==> config.mk <==
export PLATFORM = sky130hd
export DESIGN_NAME = fcc_plane_cfg
export DESIGN_NICKNAME = d
export VERILOG_FILES = /design/src/sv/fcc_pkg.sv /design/src/sv/fcc_plane_cfg.sv
export SDC_FILE = /design/constraint.sdc
export NUM_CORES = 1
export LEC_CHECK = 0
export BUFFER_PORTS_ARGS = -buffer_cell sky130_fd_sc_hd__buf_4
export CORE_ASPECT_RATIO = 0.5
export CORE_MARGIN = 1.5
export CORE_UTILIZATION = 51
export DETAILED_ROUTE_END_ITERATION = 10
export GPL_ROUTABILITY_DRIVEN = 0
export PLACE_DENSITY_LB_ADDON = 0.25
export SYNTH_ARGS = -nofsm -noshare
export SYNTH_HDL_FRONTEND = slang
export SYNTH_SLANG_ARGS = --single-unit
==> constraint.sdc <==
create_clock -name i_clk -period 1.65 [get_ports i_clk]
set_input_delay 0.4125 -clock i_clk [delete_from_list [all_inputs] [get_ports i_clk]]
set_output_delay 0.4125 -clock i_clk [all_outputs]
set_load 0.03 [all_outputs]
==> src/sv/fcc_pkg.sv <==
// Package for the frustum cull classifier: shared widths, codes and types.
// Used by every module of the block; it depends on nothing else.
`default_nettype none

package fcc_pkg;

    localparam int COEF_W         = 16;
    localparam int CFG_W          = 64;
    localparam int CFG_IDX_W      = 3;
    localparam int PIU_W          = 3;
    localparam int RADIUS_W       = 15;
    localparam int NUM_CORNERS    = 8;
    localparam int DEF_MAX_PLANES = 6;
    localparam int DEF_COORD_BITS = 16;
    // Valid stages from the input register to the result register.
    localparam int NUM_STAGES     = 6;

    localparam logic [PIU_W-1:0] PLANES_RESET = 3'd4;

    typedef enum logic [CFG_IDX_W-1:0] {
        REG_PLANE_LEFT    = 3'd0,
        REG_PLANE_RIGHT   = 3'd1,
        REG_PLANE_BOTTOM  = 3'd2,
        REG_PLANE_TOP     = 3'd3,
        REG_PLANE_NEAR    = 3'd4,
        REG_PLANE_FAR     = 3'd5,
        REG_PLANES_IN_USE = 3'd6
    } t_reg_idx;

    typedef enum logic [1:0] {
        OP_POINT  = 2'd0,
        OP_SPHERE = 2'd1,
        OP_BOX    = 2'd2
    } t_op;

    typedef enum logic [1:0] {
        CLS_OUTSIDE   = 2'd0,
        CLS_INTERSECT = 2'd1,
        CLS_INSIDE    = 2'd2
    } t_cls;

    // Coefficient a sits in the low bits, the offset d in the high bits.
    typedef struct packed {
        logic signed [COEF_W-1:0] d;
        logic signed [COEF_W-1:0] c;
        logic signed [COEF_W-1:0] b;
        logic signed [COEF_W-1:0] a;
    } t_plane;

    // Per-plane test results; corner k takes max x when bit 0 of k is set,
    // max y for bit 1 and max z for bit 2. Corner 0 is the point or center.
    typedef struct packed {
        logic [NUM_CORNERS-1:0] neg;
        logic [NUM_CORNERS-1:0] zero;
        logic                   sph_out;
        logic                   sph_touch;
    } t_plane_flags;

endpackage

`default_nettype wire

==> src/sv/fcc_plane_cfg.sv <==
// Configuration registers of the frustum cull classifier: planes and count.
// Depends on fcc_pkg.
`default_nettype none

module fcc_plane_cfg #(
    parameter int MAX_PLANES = fcc_pkg::DEF_MAX_PLANES
) (
    input  wire logic                          i_clk,
    input  wire logic                          i_rst_n,
    input  wire logic                          i_cfg_we,
    input  wire logic [fcc_pkg::CFG_IDX_W-1:0] i_cfg_index,
    input  wire logic [fcc_pkg::CFG_W-1:0]     i_cfg_wdata,
    output fcc_pkg::t_plane                    o_plane [MAX_PLANES],
    output logic [fcc_pkg::PIU_W-1:0]          o_planes_in_use
);

    fcc_pkg::t_plane                 r_plane [MAX_PLANES];
    logic [fcc_pkg::PIU_W-1:0]       r_planes_in_use;

    // Writes to plane slots beyond MAX_PLANES are dropped: those planes are
    // never tested.
    always_ff @(posedge i_clk) begin
        if (!i_rst_n) begin
            for (int p = 0; p < MAX_PLANES; p++) begin
                r_plane[p] <= '0;
            end
            r_planes_in_use <= fcc_pkg::PLANES_RESET;
        end else if (i_cfg_we) begin
            for (int p = 0; p < MAX_PLANES; p++) begin
                if (i_cfg_index == fcc_pkg::CFG_IDX_W'(p)) begin
                    r_plane[p] <= fcc_pkg::t_plane'(i_cfg_wdata);
                end
            end
            if (i_cfg_index == fcc_pkg::REG_PLANES_IN_USE) begin
                r_planes_in_use <= i_cfg_wdata[fcc_pkg::PIU_W-1:0];
            end
        end
    end

    assign o_plane         = r_plane;
    assign o_planes_in_use = r_planes_in_use;

endmodule

`default_nettype wire

-- After elaboration in Yosys (flattened, before gate mapping)
Cells that the tools add are included.
- bits of input ports: 70
- register bits: 387
- eq/ne operators: 6
- reduce and logical (&&, ||, !) cells: 8
- operator list (kind ; count):
    AND reduction 2 bit ; 7
    equality test 3 bit (second input constant) ; 3
    equality test 3 x 2 -> 1 bit (second input constant) ; 2
    equality test 3 x 1 -> 1 bit (second input constant) ; 1
    zero test 3 bit ; 1

-- Depth between registers and ports, before layout
- depth in word-level cells: 2
- depth in mapped cells: 5

-- Worst setup path after synthesis
OpenSTA, ideal clock, no wires.
- path kind: input to register
- start: input port i_cfg_index[1] (netlist name)
- end: register r_plane, in the netlist o_plane[322]
- path buffers: 2
- stages: 4
- setup slack: 0.374 ns
- arrival: 1.204 ns
- path through: nor4b_4 -> buf_12 -> buf_12 -> mux2i_1
- longest elaborated chain between the ends: 2
- ends and longest elaborated chain (item ; line ; text):
    from (decl) ; fcc_plane_cfg.sv:11 ; input wire logic [fcc_pkg::CFG_IDX_W-1:0] i_cfg_index,
    zero test 3 bit ; fcc_plane_cfg.sv:30 ; if (i_cfg_index == fcc_pkg::CFG_IDX_W'(p)) begin
    AND reduction 2 bit (no line) ; n/a ;
    to (signal, indexed assignment) ; fcc_plane_cfg.sv:31 ; r_plane[p] <= fcc_pkg::t_plane'(i_cfg_wdata);
    to (decl) ; fcc_plane_cfg.sv:17 ; fcc_pkg::t_plane r_plane [MAX_PLANES];
No other way between the ends.
A chain may end at the register's enable or synchronous reset.

-- Worst setup path in the final report
- start: register r_plane, in the netlist o_plane[161]
- end: output port o_plane[161] (netlist name)
- RTL lines (item ; line ; text):
    to (decl) ; fcc_plane_cfg.sv:13 ; output fcc_pkg::t_plane o_plane [MAX_PLANES],
No word-level cell between the ends.

==> metrics <==
crit-path cells buf_4; total vias in the final route 11,124; main flop type after synthesis dfxtp_1; Final Hold Vio Count 0; Comb pwr share 0.092; final setup violation count 0; FMAX 0.671 GHz; Synth Warn # 0; residual DRC count 0; Synth top area share 0.548; Synth cell types 12; CP arrival 1080 ps; TritonCTS Sinks 387; top cell type by total area after synthesis dfxtp_1; Max stage delay on crit path 380 ps; synthesized cell area 0.0141 mm2; wire per inst 19.0 um; Yosys reg bits 387; Reg power frac 0.490; cell family with most CP delay flip-flops; number of setup buffers added after CTS 0; Startpoint Class flop; asr flop ratio synth 0; setup TNS 0 ps; Die Wd 238 um; CP max-delay cell dfxtp_1; vias in the first global route 11,220; Lkg Pwr 0.0101 uW; Post-DRT Antenna Nets 0; first-pass GRT wire length 62,100 um; CP Data Required Time 1240 ps; Bufs and invs on worst path 1; die area 0.0288 mm2; height of the die 121 um; top-count cell post-synth nand2_1; Max rail drop VDD 711 uV; Finished Cell Area 0.0191 mm2; P_sw 4820 uW; layout cells sized above 1 0.314; Root Buffer clkbuf_16; Mapped Nets 1,395; pin count of the biggest net entering global routing 61; TritonRoute pass-1 iters 5; CTS Hold Bufs 0; Worst Skew 0 ps; total CTS buffers 35; path type of the worst min-delay path in -> reg; Crit Path Class reg -> out; Post-Synthesis Cells 1,325; clock power share 0.418; Congestion Overflow GR 0; diode count 0; Total Routing Usage GR 0.275; I/O Buffers 456; DRT iter0 DRCs 566; sequential-to-total area share from yosys stat 0.548; Rel. slew slack 0.709; Post-DP HPWL 29,300 um; synth cell count leaders 450 x nand2_1, 387 x dfxtp_1, 387 x mux2i_1; Final WS setup 160 ps; Avg Synthesized Cell Area 10.7 um2; drt via density 5.11; CP Capture Type output port; Clock Latency Late Sink 520 ps; Int Pwr 14,900 uW; sw frac 0.244; pwr dens 1030 mW/mm2; core region area 0.0269 mm2; actual slew at the worst max-slew pin 437 ps; status finished, final reports clean; CTS Buffer Depth 3; Ports 457; Final #Nets 1,847; CP Max Fanout 2; final hold slack 172 ps; Final Max Slew Viols 0; unrepaired setup endpoints after global routing no; Reg clk slew, reported paths 70 ps; Starting Density 0.527; max cap viols 0; DRT Wirelength 41,300 um; CTS tree yes; Post-Place Setup Slack 47.0 ps; H-Tree Depth 2; Rows 42; power consumption 19,700 uW; Post-synth EDFFs 0; top post-synthesis cells by area dfxtp_1 55%, mux2i_1 27%, nand2_1 12%; DP Area 0.0180 mm2; Final period util 0.903; PostCTS Resize Cnt 0; Area Overhead vs Synth 35.3%; Final Critical Period 1490 ps; initial antenna violation count 0
## power by group through the flow
stage / registers, uW / clock network [uW] / logic (uW)
floorplan: 10300 / 0 / 659
global placement: 9870 / 0 / 1770
detailed placement: 9880 / 0 / 1810
CTS: 9670 / 8370 / 1810
global route: 9680 / 8760 / 1900
finish: 9670 / 8250 / 1810
## logic make-up (layout without fill, tap and decap cells)
family                 Yosys count  in the layout  synth area share
flip-flops                     387            387             0.548
AND/OR/NAND/NOR                459            459             0.126
multiplexers                   387            387             0.274
buffers and inverters           92            570            0.0518
## layout make-up
| type | instances | area [um2] |
|---|---|---|
| sequential | 387 | 7750 |
| fill | 1982 | 7720 |
| multi-input combinational | 846 | 5710 |
| timing repair buffer | 507 | 4050 |
| clock buffer | 51 | 1030 |
| tap | 374 | 468 |
| clock inverter | 12 | 134 |
## cell usage in the layout (no fill, tap or decap)
cell	count
buf_4	487
nand2_1	450
mux2i_1	387
dfxtp_1	387
clkbuf_16	36
buf_12	19
clkbuf_1	8
clkbuf_8	7
clkinv_2	5
nand4bb_4	3
nand4b_1	3
nor2b_1	2
clkinvlp_4	2
bufinv_16	2
nor4b_4	1
clkinv_8	1
inv_6	1
clkinv_4	1
buf_8	1
## state kept, by name, indices dropped and copies added (netlist names)
register	cells
o_plane	384
o_planes_in_use	3
## stage by stage
stage | std cells | util
floorplan | 1325 | -
global placement | 2114 | 0.669
detailed placement | 2114 | 0.669
CTS | 2177 | 0.713
global route | 2177 | 0.713
finish | 2177 | 0.713
## path summary, 6_finish.rpt
| kind | from | endpoint | slack [ps] | cells after the start |
|---|---|---|---|---|
| setup / recovery | o_plane[161] | o_plane[161] | 160 | 1 |
| hold reg to reg | o_plane[368] | o_plane[368] | 460 | 2 |
| setup reg to reg | o_plane[184] | o_plane[184] | 890 | 2 |
| hold / removal | i_cfg_wdata[2] | o_planes_in_use[2] | 170 | 3 |
## layer usage
metal  vias up  routed length (um)  track usage  part of all wire
li1       5266                   -            -                 -
met1      5451               16900        0.325              0.41
met2       303               20600        0.487              0.50
met3       104                1970       0.0537             0.048
met4         0                1820        0.123             0.044
met5         -                   0            0                 0
(Power assumes the default switching activity.)
