**src/sv/fcc_pkg.sv**
```systemverilog
// Package for the frustum cull classifier: shared widths, codes and types.
// Used by every module of the block; it depends on nothing else.
`default_nettype none

package fcc_pkg;

    localparam int COEF_W         = 16;
    localparam int CFG_W          = 64;
    localparam int CFG_IDX_W      = 3;
    localparam int PIU_W          = 3;
    localparam int RADIUS_W       = 15;
    localparam int NUM_CORNERS    = 8;
    localparam int DEF_MAX_PLANES = 6;
    localparam int DEF_COORD_BITS = 16;
    // Valid stages from the input register to the result register.
    localparam int NUM_STAGES     = 6;

    localparam logic [PIU_W-1:0] PLANES_RESET = 3'd4;

    typedef enum logic [CFG_IDX_W-1:0] {
        REG_PLANE_LEFT    = 3'd0,
        REG_PLANE_RIGHT   = 3'd1,
        REG_PLANE_BOTTOM  = 3'd2,
        REG_PLANE_TOP     = 3'd3,
        REG_PLANE_NEAR    = 3'd4,
        REG_PLANE_FAR     = 3'd5,
        REG_PLANES_IN_USE = 3'd6
    } t_reg_idx;

    typedef enum logic [1:0] {
        OP_POINT  = 2'd0,
        OP_SPHERE = 2'd1,
        OP_BOX    = 2'd2
    } t_op;

    typedef enum logic [1:0] {
        CLS_OUTSIDE   = 2'd0,
        CLS_INTERSECT = 2'd1,
        CLS_INSIDE    = 2'd2
    } t_cls;

    // Coefficient a sits in the low bits, the offset d in the high bits.
    typedef struct packed {
        logic signed [COEF_W-1:0] d;
        logic signed [COEF_W-1:0] c;
        logic signed [COEF_W-1:0] b;
        logic signed [COEF_W-1:0] a;
    } t_plane;

    // Per-plane test results; corner k takes max x when bit 0 of k is set,
    // max y for bit 1 and max z for bit 2. Corner 0 is the point or center.
    typedef struct packed {
        logic [NUM_CORNERS-1:0] neg;
        logic [NUM_CORNERS-1:0] zero;
        logic                   sph_out;
        logic                   sph_touch;
    } t_plane_flags;

endpackage

`default_nettype wire

```
**src/sv/fcc_classify.sv**
```systemverilog
// Final stage: folds the plane flags of the active planes into one
// classification per item. Depends on fcc_pkg.
`default_nettype none

module fcc_classify #(
    parameter int MAX_PLANES = fcc_pkg::DEF_MAX_PLANES
) (
    input  wire logic                      i_clk,
    input  wire logic                      i_rst_n,
    input  wire logic                      i_valid,
    input  wire fcc_pkg::t_op              i_op,
    input  wire logic [fcc_pkg::PIU_W-1:0] i_planes_in_use,
    input  wire fcc_pkg::t_plane_flags     i_flags [MAX_PLANES],
    output logic                           o_valid,
    output fcc_pkg::t_cls                  o_class
);

    logic                              r_valid;
    fcc_pkg::t_cls                     r_class;
    fcc_pkg::t_cls                     n_class;
    fcc_pkg::t_cls                     corner_cls [fcc_pkg::NUM_CORNERS];
    logic [MAX_PLANES-1:0]             active;
    logic [fcc_pkg::NUM_CORNERS-1:0]   any_neg;
    logic [fcc_pkg::NUM_CORNERS-1:0]   any_zero;
    logic                              any_sph_out;
    logic                              any_sph_touch;
    logic                              corners_agree;

    // A count above MAX_PLANES simply enables every lane.
    always_comb begin
        for (int p = 0; p < MAX_PLANES; p++) begin
            active[p] = (fcc_pkg::PIU_W'(p) < i_planes_in_use);
        end
    end

    always_comb begin
        any_neg       = '0;
        any_zero      = '0;
        any_sph_out   = 1'b0;
        any_sph_touch = 1'b0;
        for (int p = 0; p < MAX_PLANES; p++) begin
            if (active[p]) begin
                any_neg       = any_neg | i_flags[p].neg;
                any_zero      = any_zero | i_flags[p].zero;
                any_sph_out   = any_sph_out | i_flags[p].sph_out;
                any_sph_touch = any_sph_touch | i_flags[p].sph_touch;
            end
        end
    end

    always_comb begin
        corners_agree = 1'b1;
        for (int k = 0; k < fcc_pkg::NUM_CORNERS; k++) begin
            if (any_neg[k]) begin
                corner_cls[k] = fcc_pkg::CLS_OUTSIDE;
            end else if (any_zero[k]) begin
                corner_cls[k] = fcc_pkg::CLS_INTERSECT;
            end else begin
                corner_cls[k] = fcc_pkg::CLS_INSIDE;
            end
        end
        for (int k = 1; k < fcc_pkg::NUM_CORNERS; k++) begin
            if (corner_cls[k] != corner_cls[0]) begin
                corners_agree = 1'b0;
            end
        end
    end

    always_comb begin
        case (i_op)
            fcc_pkg::OP_POINT: begin
                n_class = corner_cls[0];
            end
            fcc_pkg::OP_SPHERE: begin
                if (any_sph_out) begin
                    n_class = fcc_pkg::CLS_OUTSIDE;
                end else if (any_sph_touch) begin
                    n_class = fcc_pkg::CLS_INTERSECT;
                end else begin
                    n_class = fcc_pkg::CLS_INSIDE;
                end
            end
            fcc_pkg::OP_BOX: begin
                n_class = corners_agree ? corner_cls[0] : fcc_pkg::CLS_INTERSECT;
            end
            default: begin
                n_class = fcc_pkg::CLS_OUTSIDE;
            end
        endcase
    end

    always_ff @(posedge i_clk) begin
        if (!i_rst_n) begin
            r_valid <= 1'b0;
        end else begin
            r_valid <= i_valid;
        end
    end

    always_ff @(posedge i_clk) begin
        r_class <= n_class;
    end

    assign o_valid = r_valid;
    assign o_class = r_class;

    // A box with no corner outside any active plane cannot be reported outside.
    assert property (@(posedge i_clk) disable iff (!i_rst_n)
        (i_valid && i_op == fcc_pkg::OP_BOX && !(|any_neg))
        |=> (o_class != fcc_pkg::CLS_OUTSIDE))
        else $error("box with no outside corner classified outside");

endmodule

`default_nettype wire

```
**config.mk**
```make
export PLATFORM = sky130hd
export DESIGN_NAME = fcc_classify
export DESIGN_NICKNAME = d
export VERILOG_FILES = /design/src/sv/fcc_pkg.sv /design/src/sv/fcc_classify.sv
export SDC_FILE = /design/constraint.sdc
export NUM_CORES = 1
export LEC_CHECK = 0
export BUFFER_PORTS_ARGS = -buffer_cell sky130_fd_sc_hd__buf_2
export CAP_MARGIN = 20
export CORE_ASPECT_RATIO = 0.6
export CORE_MARGIN = 2
export CORE_UTILIZATION = 40
export DETAILED_ROUTE_END_ITERATION = 10
export PLACE_DENSITY = 0.87
export REMOVE_ABC_BUFFERS = 1
export SLEW_MARGIN = 20
export SYNTH_ARGS = -nofsm -noshare
export SYNTH_HDL_FRONTEND = slang
export SYNTH_SLANG_ARGS = --single-unit
```
**constraint.sdc**
```tcl
create_clock -name i_clk -period 3.74 [get_ports i_clk]
set_input_delay 0.374 -clock i_clk [delete_from_list [all_inputs] [get_ports i_clk]]
set_output_delay 0.374 -clock i_clk [all_outputs]
set_load 0.05 [all_outputs]
```
# Word-level counts from Yosys, hierarchy flattened
# Index checks and enable logic that the tools add are counted.
# word_totals
ff_bits	3
in_bits	116
# op_classes
magnitude_cmp	6
n_eq_ne	9
n_mux	51
bitwise	20
n_reduce_logical	1
# ops
operator	count
8-bit two-way mux	12
8-bit bitwise OR	10
2-bit two-way mux	19
1-bit two-way mux	19
2-bit != test	7
1-bit bitwise OR	10
1-bit by 3-bit < comparator with 1-bit output (first input constant)	2
2-bit by 3-bit < comparator with 1-bit output (first input constant)	2
3-bit < comparator (first input constant)	2
2-bit case mux with 3 select lines	1
2-bit by 1-bit equality test with 1-bit output (second input constant)	1
2-bit equality test (second input constant)	1
2-bit zero test	1

# Logic depth before layout (Yosys ltp)
# depth
word_depth	24
depth_mapped	10

# Worst setup path after synthesis
# Ideal clock, no wire load.
# synth_timing
path_kind	input to register
startpoint	in i_planes_in_use[0] (netlist bit)
endpoint	reg r_class[0] (netlist: o_class[0])
setup_ns	0.141
arrival_time_ns	1.956
required_ns	3.599
slack_ns	1.642
path_stages	9
n_path_buf	2
cell_sequence	buf_6 or2_1 buf_6 a211o_1 a21oi_2 and4b_1 a41oi_1 a2111oi_2 a41oi_1
# synth_between
elab_chain_len	24
elab_cells_between_ends	84
# synth_lines
element	line_no	source
from (decl)	fcc_classify.sv:12	input wire logic [fcc_pkg::PIU_W-1:0] i_planes_in_use,
1-bit by 3-bit < comparator with 1-bit output	fcc_classify.sv:32	active[p] = (fcc_pkg::PIU_W'(p) < i_planes_in_use);
8-bit two-way mux	fcc_classify.sv:42	if (active[p]) begin
8-bit bitwise OR	fcc_classify.sv:44	any_zero = any_zero | i_flags[p].zero;
8-bit two-way mux	fcc_classify.sv:42	
8-bit bitwise OR	fcc_classify.sv:44	
8-bit two-way mux	fcc_classify.sv:42	
8-bit bitwise OR	fcc_classify.sv:44	
8-bit two-way mux	fcc_classify.sv:42	
[... 3 more ...]	-	
8-bit two-way mux	fcc_classify.sv:42	
2-bit two-way mux	fcc_classify.sv:56	end else if (any_zero[k]) begin
2-bit two-way mux	fcc_classify.sv:54	if (any_neg[k]) begin
2-bit != test	fcc_classify.sv:63	if (corner_cls[k] != corner_cls[0]) begin
1-bit two-way mux (7 in a row)	fcc_classify.sv:63	
2-bit two-way mux	fcc_classify.sv:84	n_class = corners_agree ? corner_cls[0] : fcc_pkg::CLS_INTERSECT;
2-bit case mux with 3 select lines *	fcc_classify.sv:70	case (i_op)
via n_class[0]	fcc_classify.sv:20	fcc_pkg::t_cls n_class;
to (signal assigned)	fcc_classify.sv:101	r_class <= n_class;
to (decl)	fcc_classify.sv:19	fcc_pkg::t_cls r_class;
# Mark *: on every way through the listed nets, which the timed path passes. The rest lies on a longest branch.
# A chain may end at the register's enable or synchronous reset.

# Worst setup path in the final report
# layout_timing
startpoint	in i_planes_in_use[1] (netlist bit)
endpoint	reg r_class[0] (netlist: o_class[0])
# The elaborated chain is that of the path after synthesis.

==> metrics <==
Net Sw Power=0.1335 mW; TNS Setup=0 ns; TritonCTS clock tree=yes; endpoint class of the critical path=flop; crit path capture=o_class[0]; relative slew slack=0.5193; Initial Util=0.4271; grt ovf=0; HP Class=in2reg; number of distinct library cells after synthesis=50; GPL Wtd Cong=slightly above 0.8; Yosys reg bits=3; pin count of the biggest net entering global routing=48; Die ar.=3583 um2; Synth Flop Type=dfxtp_1; EDFF count, synth=0; top cells by area, synth=a21oi_1, o21ai_0, a211oi_1; antenna cells=0; DRC viols=0; I/O Buffers=118; final setup violation count=0; Clock Path Buffers=2; Inst Count DP=approximately 350; asr flop ratio synth=0; CP required=3.82 ns; Max Cap Viol=0; Worst Slack Setup Final=1.149 ns; DR WL/cell=13.60 um; Final Core Density=0.6387; Arr. time, crit path=2.67 ns; All-Layer GR Usage=0.2562; synthesis-to-finish area growth=49.55%; DRT antenna net count=0; via count=2036; core area=2909 um2; Synth Warn #=0; Sink Count=3; CTS root buffer=clkbuf_8; worst slew pin tran=0.7210 ns; chip width=75.95 um; CP Launch Type=primary input; Synth area leader=a21oi_1; RSZ-0062 raised after global routing=false; critical path fanouts, max=47; initial antenna violation count=0; first-pass GRT wire length=7.486 mm; Avg Inst Size Synth=roughly 6.2 um2; Comb pwr share=0.600; vias per inst=5.784; switching share of power=0.4007; outcome=complete, no violations; leak pwr=0.8643 nW; number of global-route vias before repair=1735; # IOs=119; pre-CTS setup slack=0.9729 ns; PD cells=between 150 and 200 nW/um2; Layout Nets=about 430; H-tree Lvls=1; fmax=385.9 MHz; dpl hpwl=3.851 mm; Crit Path Category=in2reg; post-synth top area share=0.1329; clk slew on worst S/H paths=around 0.03 ns; Reg power frac=0.105; post-CTS sizing=0; dpl cell area=1813 um2; synth cell count leaders=a21oi_1, o21ai_0, nor2_1, a211oi_1, nor3_1; fin crit share=0.6928; Power Total=0.3331 mW; Site Rows=15; final hold slack=0.3774 ns; total setup buffers inserted after CTS=0; Synth Instances=200; CTS Buf Count=3; Finished Layout Cells=around 350; Mapped Area=~1200 um2; share of cells above drive strength 1=0.4097; die boundary height=47.17 um; min cycle time layout=2.591 ns; sequential area share after synthesis=0.04834; Peak VDD IR=90.38 uV; max-slew violations=0; 1st-pass router iterations=4; Hold Vio Cnt, Final=0; 1st-iter DRT viols=about 130; CTS Hold Buffers Added=0; CP startpoint=i_planes_in_use[1]; Pint=0.1996 mW; most frequent cell after synthesis=a21oi_1; final WL=about 4.8 mm; Finished Cell Area=1858 um2; clock network fraction of design power=0.296; fillers=between 200 and 300
## flip-flops by register name (all words and copies together) (netlist names)
register	cells
o_valid	1
o_class	2
## worst max-delay path: stages
cell      delay [ns]
buf_2           0.56
o21ai_0         0.23
a211oi_1        0.39
nor2_1          0.15
or4_1           0.54
a21o_1          0.18
o21ai_1         0.11
a41oi_1         0.13
## per-layer routing
metal,up-vias,routed length [um],global-route usage
met2,124,1988,0.4536
met4,0,48,0.06909
met3,7,478,0.02692
met1,887,2273,0.3472
met5,-,0,0
li1,1018,-,-
## placed cells by master, fill, tap and decap left out, types with 4 or more instances in the layout
cell / n
nor3_1: 9
a21oi_1: 33
inv_1: 6
and2_1: 4
nand2_1: 7
buf_2: 118
a21o_1: 4
o21ai_0: 31
nor2_1: 16
a211oi_1: 13
a211o_1: 6
## layout make-up
type	instances	area [um2]	area share
Timing Repair Buffer	119	598.1	0.3219
Sequential cell	3	60.06	0.03232
Tap cell	42	52.55	0.02828
Multi-Input combinational cell	177	1076	0.5791
Inverter	7	26.28	0.01414
Clock buffer	4	45.04	0.02424
## worst min path at each step
stage               cells after the start  slack, ns  startpoint       to
floorplan                               1       0.50     i_valid  o_valid
global placement                        2       0.57     i_valid  o_valid
detailed placement                      2       0.60     i_valid  o_valid
CTS                                     2       0.38     i_valid  o_valid
global route                            2       0.39     i_valid  o_valid
finish                                  2       0.38     i_valid  o_valid
## cells by family after synthesis
kind of cell	synth area share
adder cells (fa/ha/maj)	0.01611
flip-flops	0.04834
AND/OR/NAND/NOR	0.2306
AO/OA/AOI/OAI	0.6193
buffers and inverters	0.08558
## power by group through the flow
stage               clock network [mW]  logic (mW)  registers (mW)
finish                          0.0985       0.200          0.0349
global placement                     0       0.191          0.0353
global route                    0.0973       0.222          0.0351
CTS                             0.0980       0.197          0.0349
detailed placement                   0       0.196          0.0353
floorplan                            0      0.0843          0.0429
Power figures use the tool's default switching activity.
